### config.mk
export PLATFORM = sky130hd
export DESIGN_NAME = regex_bracket_backslash_escaper_unit
export DESIGN_NICKNAME = d
export VERILOG_FILES = /design/src/hdl/rbbe_pkg.sv /design/src/hdl/rbbe_step.sv /design/src/hdl/regex_bracket_backslash_escaper_unit.sv
export SDC_FILE = /design/constraint.sdc
export NUM_CORES = 1
export LEC_CHECK = 0
export BUFFER_PORTS_ARGS = -buffer_cell sky130_fd_sc_hd__buf_2
export CORE_ASPECT_RATIO = 2
export CORE_MARGIN = 2
export CORE_UTILIZATION = 40
export DETAILED_ROUTE_END_ITERATION = 12
export SLEW_MARGIN = 20
export SYNTH_ARGS = -nofsm -noshare
export SYNTH_HDL_FRONTEND = slang
export SYNTH_SLANG_ARGS = --single-unit
### constraint.sdc
create_clock -name clk -period 5.1 [get_ports clk]
set_input_delay 0.765 -clock clk [delete_from_list [all_inputs] [get_ports clk]]
set_output_delay 0.765 -clock clk [all_outputs]
set_load 0.01 [all_outputs]
### src/hdl/rbbe_pkg.sv
`timescale 1ns / 1ps
`default_nettype none

package rbbe_pkg;

  // Byte codes the scanner reacts to
  localparam logic [7:0] CH_LBR   = 8'h5B;
  localparam logic [7:0] CH_RBR   = 8'h5D;
  localparam logic [7:0] CH_CARET = 8'h5E;
  localparam logic [7:0] CH_COLON = 8'h3A;
  localparam logic [7:0] CH_DOT   = 8'h2E;
  localparam logic [7:0] CH_EQ    = 8'h3D;
  localparam logic [7:0] CH_BSL   = 8'h5C;

  // Most bytes a single input item can produce
  localparam int unsigned MAX_OUT = 3;

  // Scanner mode; code 7 is unused and decodes as outside bracket
  typedef enum logic [2:0] {
    MODE_OUT        = 3'd0,
    MODE_OPEN       = 3'd1,
    MODE_FIRST      = 3'd2,
    MODE_IN         = 3'd3,
    MODE_PEND_OPEN  = 3'd4,
    MODE_CLASS      = 3'd5,
    MODE_PEND_DELIM = 3'd6
  } mode_t;

  typedef struct packed {
    mode_t      mode;
    logic [7:0] delim;
    logic       skip;
  } scan_state_t;

  // Bytes produced by one item, chars[0] goes out first
  typedef struct packed {
    logic [1:0]              n;
    logic [MAX_OUT-1:0][7:0] chars;
  } emit_t;

endpackage

`default_nettype wire

### src/hdl/rbbe_step.sv
`timescale 1ns / 1ps
`default_nettype none

// Next-state and output bytes for one input byte; pure combinational.
module rbbe_step (
  input  rbbe_pkg::scan_state_t st,
  input  logic [7:0]            in_char,
  input  logic                  in_last,
  output rbbe_pkg::scan_state_t st_next,
  output rbbe_pkg::emit_t       res
);
  import rbbe_pkg::*;

  typedef struct packed {
    logic [1:0] n;
    logic [7:0] c0;
    logic [7:0] c1;
    mode_t      mode;
    logic       skip;
  } rule_t;

  // Ordinary rules for a byte inside a bracket expression
  function automatic rule_t bracket_rule(logic [7:0] c, logic first, logic last);
    rule_t r;
    r.n    = 2'd1;
    r.c0   = c;
    r.c1   = c;
    r.mode = MODE_IN;
    r.skip = 1'b0;
    if (c == CH_RBR && !first) begin
      r.mode = MODE_OUT;
    end else if (c == CH_LBR) begin
      if (!last) begin
        r.n    = 2'd0;
        r.mode = MODE_PEND_OPEN;
      end
    end else if (c == CH_BSL) begin
      r.n    = 2'd2;
      r.skip = 1'b1;
    end
    return r;
  endfunction

  // A byte inside a class with no delimiter held
  function automatic rule_t class_rule(logic [7:0] c, logic last, logic [7:0] delim);
    rule_t r;
    r.n    = 2'd1;
    r.c0   = c;
    r.c1   = c;
    r.mode = MODE_CLASS;
    r.skip = 1'b0;
    if (last) begin
      if (c == CH_BSL) r.n = 2'd2;
    end else if (c == delim) begin
      r.n    = 2'd0;
      r.mode = MODE_PEND_DELIM;
    end
    return r;
  endfunction

  logic       swallow;
  logic       pre_en;
  logic [7:0] pre_char;
  logic [7:0] delim_next;
  rule_t      body;

  always_comb begin
    swallow    = st.skip && (in_char == CH_BSL);
    pre_en     = 1'b0;
    pre_char   = in_char;
    delim_next = st.delim;
    body.n     = 2'd0;
    body.c0    = in_char;
    body.c1    = in_char;
    body.mode  = st.mode;
    body.skip  = 1'b0;

    if (!swallow) begin
      unique case (st.mode)
        MODE_OPEN: begin
          if (in_char == CH_CARET) begin
            body.n    = 2'd1;
            body.mode = MODE_FIRST;
          end else begin
            body = bracket_rule(in_char, 1'b1, in_last);
          end
        end
        MODE_FIRST: body = bracket_rule(in_char, 1'b1, in_last);
        MODE_IN:    body = bracket_rule(in_char, 1'b0, in_last);
        MODE_PEND_OPEN: begin
          pre_en   = 1'b1;
          pre_char = CH_LBR;
          if (in_char == CH_COLON || in_char == CH_DOT || in_char == CH_EQ) begin
            body.n     = 2'd1;
            body.mode  = MODE_CLASS;
            delim_next = in_char;
          end else begin
            body = bracket_rule(in_char, 1'b0, in_last);
          end
        end
        MODE_CLASS: body = class_rule(in_char, in_last, st.delim);
        MODE_PEND_DELIM: begin
          pre_en   = 1'b1;
          pre_char = st.delim;
          if (in_char == CH_RBR) begin
            body.n    = 2'd1;
            body.mode = MODE_IN;
          end else begin
            body = class_rule(in_char, in_last, st.delim);
          end
        end
        default: begin
          body.n    = 2'd1;
          body.mode = (in_char == CH_LBR) ? MODE_OPEN : MODE_OUT;
        end
      endcase
    end

    // End of string puts everything back to reset
    if (in_last) begin
      st_next.mode  = MODE_OUT;
      st_next.delim = 8'd0;
      st_next.skip  = 1'b0;
    end else begin
      st_next.mode  = body.mode;
      st_next.delim = delim_next;
      st_next.skip  = body.skip;
    end

    res.n = 2'({1'b0, pre_en} + body.n);
    if (pre_en) begin
      res.chars[0] = pre_char;
      res.chars[1] = body.c0;
      res.chars[2] = body.c1;
    end else begin
      res.chars[0] = body.c0;
      res.chars[1] = body.c1;
      res.chars[2] = body.c1;
    end
  end

endmodule

`default_nettype wire

### src/hdl/regex_bracket_backslash_escaper_unit.sv
`timescale 1ns / 1ps
`default_nettype none

// Streaming escaper for regular-expression strings: bytes come in on the
// s_axis side with tlast on the final byte, and go out on m_axis with a
// lone backslash inside bracket expressions doubled, an already doubled
// pair kept, and [:x:], [.x.], [=x=] classes passed untouched. Each input
// item yields zero to three output items; when the final byte yields no
// byte, one marker item (tuser 0, tdata 0, tlast 1) closes the string.
// Timing: the result of an item is computed in the accept cycle and held
// in a three-entry result register that drains one item per cycle while
// m_axis_tready is high, and the next item is taken in the cycle the last
// byte of the previous one leaves. Items that give one byte flow at one
// per cycle while the output is ready; throughput is set by the drain of
// the result register. An item that gives no byte, unless final, leaves it empty.
module regex_bracket_backslash_escaper_unit (
  input  logic       clk,
  input  logic       rst,
  input  logic       s_axis_tvalid,
  output logic       s_axis_tready,
  input  logic [7:0] s_axis_tdata,   // [7:0] in_char
  input  logic       s_axis_tlast,   // in_last
  output logic       m_axis_tvalid,
  input  logic       m_axis_tready,
  output logic [7:0] m_axis_tdata,   // [7:0] out_char
  output logic       m_axis_tuser,   // [0] out_has_char
  output logic       m_axis_tlast    // out_last
);
  import rbbe_pkg::*;

  scan_state_t             st;
  scan_state_t             st_next;
  emit_t                   res;
  logic [MAX_OUT-1:0][7:0] res_chars;
  logic [1:0]              res_cnt;
  logic [1:0]              res_idx;
  logic                    res_marker;
  logic                    res_last;
  logic                    in_acc;
  logic                    out_acc;
  logic                    on_final;

  rbbe_step u_step (
    .st      (st),
    .in_char (s_axis_tdata),
    .in_last (s_axis_tlast),
    .st_next (st_next),
    .res     (res)
  );

  // Handshake: take a new item once the buffer empties this cycle
  assign on_final      = (res_idx == res_cnt - 2'd1);
  assign m_axis_tvalid = (res_cnt != 2'd0);
  assign s_axis_tready = (res_cnt == 2'd0) || (m_axis_tready && on_final);
  assign in_acc        = s_axis_tvalid && s_axis_tready;
  assign out_acc       = m_axis_tvalid && m_axis_tready;

  assign m_axis_tdata  = res_marker ? 8'd0 : res_chars[res_idx];
  assign m_axis_tuser  = !res_marker;
  assign m_axis_tlast  = res_last && on_final;

  // Scan state and result buffer
  always_ff @(posedge clk) begin
    if (rst) begin
      st.mode    <= MODE_OUT;
      st.delim   <= 8'd0;
      st.skip    <= 1'b0;
      res_cnt    <= 2'd0;
      res_idx    <= 2'd0;
      res_marker <= 1'b0;
      res_last   <= 1'b0;
    end else if (in_acc) begin
      st        <= st_next;
      res_idx   <= 2'd0;
      res_chars <= res.chars;
      res_last  <= s_axis_tlast;
      if (res.n != 2'd0) begin
        res_cnt    <= res.n;
        res_marker <= 1'b0;
      end else if (s_axis_tlast) begin
        res_cnt    <= 2'd1;
        res_marker <= 1'b1;
      end else begin
        res_cnt    <= 2'd0;
        res_marker <= 1'b0;
      end
    end else if (out_acc) begin
      if (on_final) begin
        res_cnt <= 2'd0;
        res_idx <= 2'd0;
      end else begin
        res_idx <= res_idx + 2'd1;
      end
    end
  end

  // The end marker only ever closes a string
  a_marker_last: assert property (@(posedge clk) disable iff (rst)
    (m_axis_tvalid && !m_axis_tuser) |-> m_axis_tlast)
    else $error("marker item without tlast");

  // Read pointer stays inside the filled part of the buffer
  a_idx_range: assert property (@(posedge clk) disable iff (rst)
    (res_cnt != 2'd0) |-> (res_idx < res_cnt))
    else $error("result index past fill count");

  // The final byte of a string returns the scanner to its reset state
  a_end_reset: assert property (@(posedge clk) disable iff (rst)
    (in_acc && s_axis_tlast) |=> (st.mode == MODE_OUT && !st.skip && st.delim == 8'd0))
    else $error("scanner state not cleared at end of string");

  // A string-ending item always leaves at least one result behind
  a_end_output: assert property (@(posedge clk) disable iff (rst)
    (in_acc && s_axis_tlast) |=> (m_axis_tvalid && res_last))
    else $error("no closing result after final byte");

endmodule

`default_nettype wire
==> results of run 1 <==
[synth_stat cells (8+ instances only)]
cell type  number  area (µm²)
clkbuf_1       15        56.3
nand2_1        27         101
nor2b_1         8        50.1
dfxtp_1        18         360
o21ai_0        14        70.1
a21oi_1        18        90.1
xnor2_1        10        87.6
mux2i_1         8        80.1
inv_1          10        37.5
edfxtp_1       16         480
nor2_1         36         135
nand3b_1        9        67.6
[report_power, final]
group	internal, µW	switching, µW	leakage, µW	total (µW)
logic	34.9	58.5	0.000546	93.4
registers	296	6.07	0.000294	302
clock network	91.0	96.0	0.0000407	187
[registers in the layout (all words and copies together), names as in the netlist]
| name | count |
|---|---|
| res_marker | 1 |
| st | 12 |
| res_last | 1 |
| res_cnt | 2 |
| res_chars | 16 |
| res_idx | 2 |
[cell families after synthesis]
| kind of cell | Yosys count | share of synthesized area [%] |
|---|---|---|
| DFF | 34 | 37.2 |
| and+or+nand+nor | 120 | 27.7 |
| adders and majority gates | 2 | 1.11 |
| muxes | 8 | 3.54 |
| xor gates and xnor gates | 13 | 5.04 |
| AOI/OAI and AO/OA | 68 | 19.5 |
| buffers and inverters | 33 | 5.87 |
[per-layer routing]
layer  up-vias  track usage [%]  routed length, µm
li1       1013                -                  -
met1       977             20.3               2120
met2        59             35.4               3060
met3        25             2.68                194
met4         0             12.3                283
met5         -                0                  0
[worst min-delay path, cell delays in order (launching register included)]
cell,delay [ns]
dfxtp_1,0.31
nand2_1,0.05
a21oi_1,0.05
[through the flow]
step           hold slack, ns  power (µW)  utilization (%)  cell area, µm²
3_3_place_gp            0.447         401             43.8            2370
4_1_cts                 0.460         587             45.3            2450
2_1_floorplan           0.432         371                -            2260
5_1_grt                 0.491         610             45.3            2450
3_5_place_dp            0.451         402             43.8            2370
6_report                0.457         583             45.3            2450
[cell type report]
cell class	count	area, µm²	area share [%]
clock buffers	5	68.8	2.80
flip-flops and latches	34	841	34.3
repair buffers	26	135	5.50
clock inverters	3	11.3	0.459
multi-input cells	211	1290	52.4
well taps	60	75.1	3.06
inverters	10	37.5	1.53
[final timing paths]
path | start | to | slack, ns
min | res_last | res_last | 0.46
max | s_axis_tdata[7] | res_marker | 1.78
max reg2reg | st[9] | res_marker | 2.18
min reg2reg | res_last | res_last | 0.46
==> run_results.csv, run 1 <==
group,metric,value,unit
outcome,status,"finished clean",
clocking,cts_num_sinks,34,
global_routing,antenna_found_initial,0,
drt,vias,2074,
drt,dr.pass1.iters,4,
timing,relSlewSlack,34.0,%
die,ioPinCount,25,
timing,min_period,3.32,ns
drt,drc,0,
cells_and_area,drive_above_1_share,12.8,%
clocking,path_clk_slew,0.07,ns
die,design.core.area,5420,µm²
critical_path,path_delay_family,"simple AND/OR/NAND/NOR gates",
drt,totalWireLength,5.66,mm
critical_path,cp_slowest_cell,"or4b_2",
cells_and_area,final_common_cell,"nor2_1",
die,die_area,6300,µm²
critical_path,worst-path-max-fanout,9,
critical_path,critical_path_class,"input pin to register",
clocking,cts_resized,0,
min_path,holdPathStages,2,
clocking,cts_hold_buffers,0,
global_routing,grt_overflow_total,0,
critical_path,worstPathArrival,3.53,ns
drt,vias_per_cell,5.94,
timing,finalClockSkew,0.00793,ns
global_routing,globalRouteTotalUtil,19.4,%
global_routing,grt_pass1_vias,1913,
global_routing,grt_max_degree,30,
placed_design,place_ws,1.56,ns
cells_and_area,fin_cells,349,
power,p_per_area,237,nW/µm²
die,die_y,110,µm
placed_design,port_buffers,24,
power,p_leak,0.000880,µW
cells_and_area,fin_nets,303,
synth,ys_warn_count,0,
placed_design,placed_cells,341,
run,drv_cap,0,
critical_path,crit_required,5.30,ns
timing,setup_viol,0,
critical_path,worst-path-buf-inv,1,
cells_and_area,layout_common_cells,"nor2_1 (36), nand2_1 (27), buf_2 (24), a21oi_1 (18), dfxtp_1 (18)",
timing,drv_slew,0,
timing,tightest_slew,0.977,ns
timing,fin_setup_tns,0,ns
placed_design,dp_hpwl,4.29,mm
timing,fmax,0.301,GHz
clocking,htree_levels,2,
drt,ant_nets,0,
cells_and_area,nFillCells,564,
timing,rsz0062_at_grt,"no",
clocking,post_cts_buffers,0,
clocking,cts-root-buf,"clkbuf_8",
cells_and_area,syn_to_final_growth,8.64,%
drt,wl_per_cell,16.2,µm
drt,drt_iter0_drc,57,
synth,netlist-cell-type-count,55,
synth,synth_edf_count,16,
synth,synth_area,2260,µm²
power,ir_drop,165,µV
min_path,hold_path.class,"register to register",
synth,synthFlopType,"dfxtp_1",
die,rows,38,
clocking,clockBufferDepth,2,
timing,min_period_over_period,65.2,%
critical_path,r2r_cells,9,
synth,syn-num-nets,293,
critical_path,critPathMaxStageDelay,0.67,ns
synth,syn_avg_cell_area,8.13,µm²
clocking,cts_tree,"built",
cells_and_area,n_antenna_cell,0,
timing,setup_ws,1.78,ns
critical_path,crit_path_end_kind,"register",
critical_path,crit_path_start_kind,"input pin",
placed_design,place.gp.congestion,0.956,
timing,hold_viol,0,
synth,ys_seq_area_share,37.2,%
die,die_x,57.1,µm
critical_path,crit_cells,10,
synth,ys_seq_elements,34,
die,initial_core_util,41.7,%
clocking,cts_buffers,5,
clocking,insertion_delay,0.29,ns
synth,netlist_instances,278,
critical_path,crit_chain,"buf_2 -> nand2b_1 -> nor3b_1 -> nand4_1 -> o21ai_0 -> nor2_1 -> a211oi_1 -> ha_1 -> or4b_2 -> o32ai_1",
synth,synthArstFlopShare,0,%
global_routing,grt_first_pass_wirelength,9.29,mm
Note: power is estimated with default switching activity, not from simulation.
==> run 2, diff against run 1 <==
- ABC_AREA: default -> 1
- clock period: 5.1 -> 3.4 ns (I/O delays scaled with it)
==> run 2 against run 1 <==
Net effect:
- die area decreased by 4.6%
- critical path depth increased by 5
- global-route usage up 2.0 points
- critical endpoint is now res_cnt[1]
- power grew 56%
- synthesized area is 4.8% lower
- clock skew is 0.0029 ns lower
- non-clock buffer count is 1 lower
- register-to-register slack worse by 0.97 ns
- first-iteration DRC count up 25%
- combinational power increased by 70%
==> run_results.csv, run 2 <==
group,metric,value,unit
critical_path,rrSetupSlack,1.21,ns
global_routing,grt_use_met3,3.37,%
clocking,clockBufferDepth,2,
min_path,holdPathStages,1,
clocking,post_cts_buffers,0,
cells_and_area,fin_util,46.6,%
placed_design,dpl_cell_area,2340,µm²
cells_and_area,drive_above_1_share,17.2,%
outcome,status,"finished clean",
run,drv_cap,0,
placed_design,port_buffers,24,
die,die_y,108,µm
synth,synthFlopType,"dfxtp_1",
global_routing,globalRouteTotalUtil,21.4,%
synth,synth_area,2150,µm²
synth,yosysTopAreaCellShare,22.3,%
critical_path,worst-path-max-fanout,4,
die,rows,37,
synth,synth_common_cells,"nand2_1 (81), inv_1 (41), nor2_1 (36), nand3_1 (26), a21oi_1 (20)",
global_routing,antenna_found_initial,0,
cells_and_area,layout_common_cells,"nand2_1 (81), inv_1 (41), nor2_1 (36), nand3_1 (26), buf_2 (24)",
placed_design,place.gp.congestion,0.939,
drt,drc,0,
critical_path,crit_path_end_kind,"register",
clocking,cts_resized,0,
cells_and_area,fin_area,2420,µm²
cells_and_area,largest_register_ffs,16,
drt,vias_per_cell,5.21,
drt,totalWireLength,5.73,mm
clocking,insertion_delay,0.29,ns
synth,ys_seq_area_share,39.1,%
synth,netlist-cell-type-count,33,
cells_and_area,fin_nets,352,
global_routing,grt_first_pass_wirelength,9.80,mm
cells_and_area,regMostFlops,"res_chars",
global_routing,grt_overflow_total,0,
die,initial_core_util,41.5,%
synth,yosys-top-cells-area,"edfxtp_1 (22%), dfxtp_1 (17%), nand2_1 (14%)",
critical_path,r2r-end,"res_cnt[1]",
timing,tightest_slew,0.536,ns
critical_path,r2r_start,"st[11]",
timing,hold_viol,0,
synth,yosys.area.top_type,"edfxtp_1",
critical_path,crit_required,3.58,ns
timing,holdWs,0.461,ns
drt,wl_per_cell,14.5,µm
power,ir_drop,245,µV
drt,ant_nets,0,
clocking,cts-root-buf,"clkbuf_8",
synth,syn_avg_cell_area,6.96,µm²
clocking,cts_buffers,5,
clocking,cts_num_sinks,34,
timing,fin_setup_tns,0,ns
timing,fmax,0.457,GHz
global_routing,use_met1,20.8,%
cells_and_area,n_antenna_cell,0,
global_routing,grt_max_degree,19,
drt,dr.pass1.iters,4,
synth,synthArstFlopShare,0,%
clocking,htree_levels,2,
critical_path,r2r_cells,15,
min_path,worst_hold_startpoint,"s_axis_tdata[3]",
power,p_per_area,376,nW/µm²
synth,ys_seq_elements,34,
die,die_x,55.9,µm
synth,synth_edf_count,16,
critical_path,crit_path_start_kind,"register",
clocking,cts_hold_buffers,0,
cells_and_area,largest_registers,"res_chars: 16 flops, st: 12 flops",
die,ioPinCount,25,
timing,rsz0062_at_grt,"no",
drt,vias,2064,
cells_and_area,final_common_cell,"nand2_1",
timing,finalClockSkew,0.00501,ns
synth,syn-num-nets,324,
clocking,path_clk_slew,0.07,ns
synth,ys_warn_count,0,
global_routing,grt_util_met2,40.4,%
timing,min_period_over_period,64.3,%
power,p_leak,0.00111,µW
timing,relSlewSlack,64.2,%
critical_path,critical_path_class,"register to register",
clocking,cts_tree,"built",
timing,min_period,2.19,ns
timing,drv_slew,0,
synth,yosysMostFrequentCell,"nand2_1",
die,design.core.area,5180,µm²
min_path,hold_path.class,"input pin to register",
die,die_area,6020,µm²
global_routing,grt_pass1_vias,2143,
critical_path,worstPathArrival,2.37,ns
drt,drt_iter0_drc,71,
synth,netlist_instances,309,
global_routing,top_usage_layer,"met2",
cells_and_area,syn_to_final_growth,12.4,%
timing,setup_viol,0,
min_path,hold-path-endpoint,"res_chars[11]",
placed_design,dp_hpwl,4.64,mm
run 2: changes by cell type after synthesis, moves of 6 or more:
cell / previous run / this run
nand2_2: 0 / 7
inv_1: 10 / 41
nor2b_1: 8 / 0
nand2b_1: 6 / 0
nand2_1: 27 / 81
buf_2: 6 / 0
clkbuf_1: 15 / 4
mux2i_1: 8 / 0
xnor2_1: 10 / 0
nand3_1: 6 / 26
nand3b_1: 9 / 0
run 2: report_power, final:
group	internal, µW	leakage, µW	switching (µW)
Combinational	53.2	0.000770	106
Clock	141	0.0000426	147
Sequential	451	0.000295	11.5
run 2: area by class of cell:
cell class              instances  area (µm²)
multi-input cells             226        1120
clock inverters                 2        8.76
flip-flops and latches         34         841
fillers                       583        2770
inverters                      45         171
well taps                      58        72.6
clock buffers                   6        72.6
repair buffers                 25         128
run 2: stage by stage:
step | total power [µW] | setup slack, ns | std cells
finish | 910 | 1.21 | 396
detailed placement | 632 | 1.02 | 388
floorplan | 573 | 1.02 | 309
CTS | 918 | 1.21 | 396
global route | 953 | 0.909 | 396
global placement | 629 | 1.01 | 388
run 2: cell families after synthesis:
| family | share of synthesized area, % |
|---|---|
| DFF | 39.1 |
| AOI/OAI and AO/OA | 12.6 |
| buffers and inverters | 8.67 |
| adders and majority gates | 1.16 |
| xor gates and xnor gates | 1.22 |
| and+or+nand+nor | 37.2 |
run 2: worst max-delay path by stage:
stage | depth (start not counted) | endpoint | start | slack (ns)
finish | 15 | res_cnt[1] | st[11] | 1.21
floorplan | 7 | res_chars[0] | res_cnt[0] | 1.02
detailed placement | 13 | res_cnt[0] | s_axis_tdata[6] | 1.02
global route | 15 | res_cnt[1] | st[11] | 0.91
global placement | 13 | res_cnt[0] | s_axis_tdata[4] | 1.01
CTS | 15 | res_cnt[1] | st[11] | 1.21
run 2: worst max-delay path, stage by stage, from the launching register on:
cell and delay, ns:
dfxtp_1 0.40, inv_1 0.11, nor2_2 0.13, inv_1 0.11, nor2_2 0.18, inv_1 0.10
nand2_1 0.08, nand2_1 0.10, or2_0 0.21, a21oi_1 0.15, ha_1 0.19, inv_1 0.06
nand3_2 0.08, nand2_1 0.06, nand2_1 0.07, o21ai_2 0.05
run 2: routing by layer:
layer	vias to the layer above	wire [µm]	part of all wire [%]
met5	-	0	0
li1	1058	-	-
met2	41	3210	56
met4	0	299	5.2
met3	21	157	2.7
met1	944	2060	36
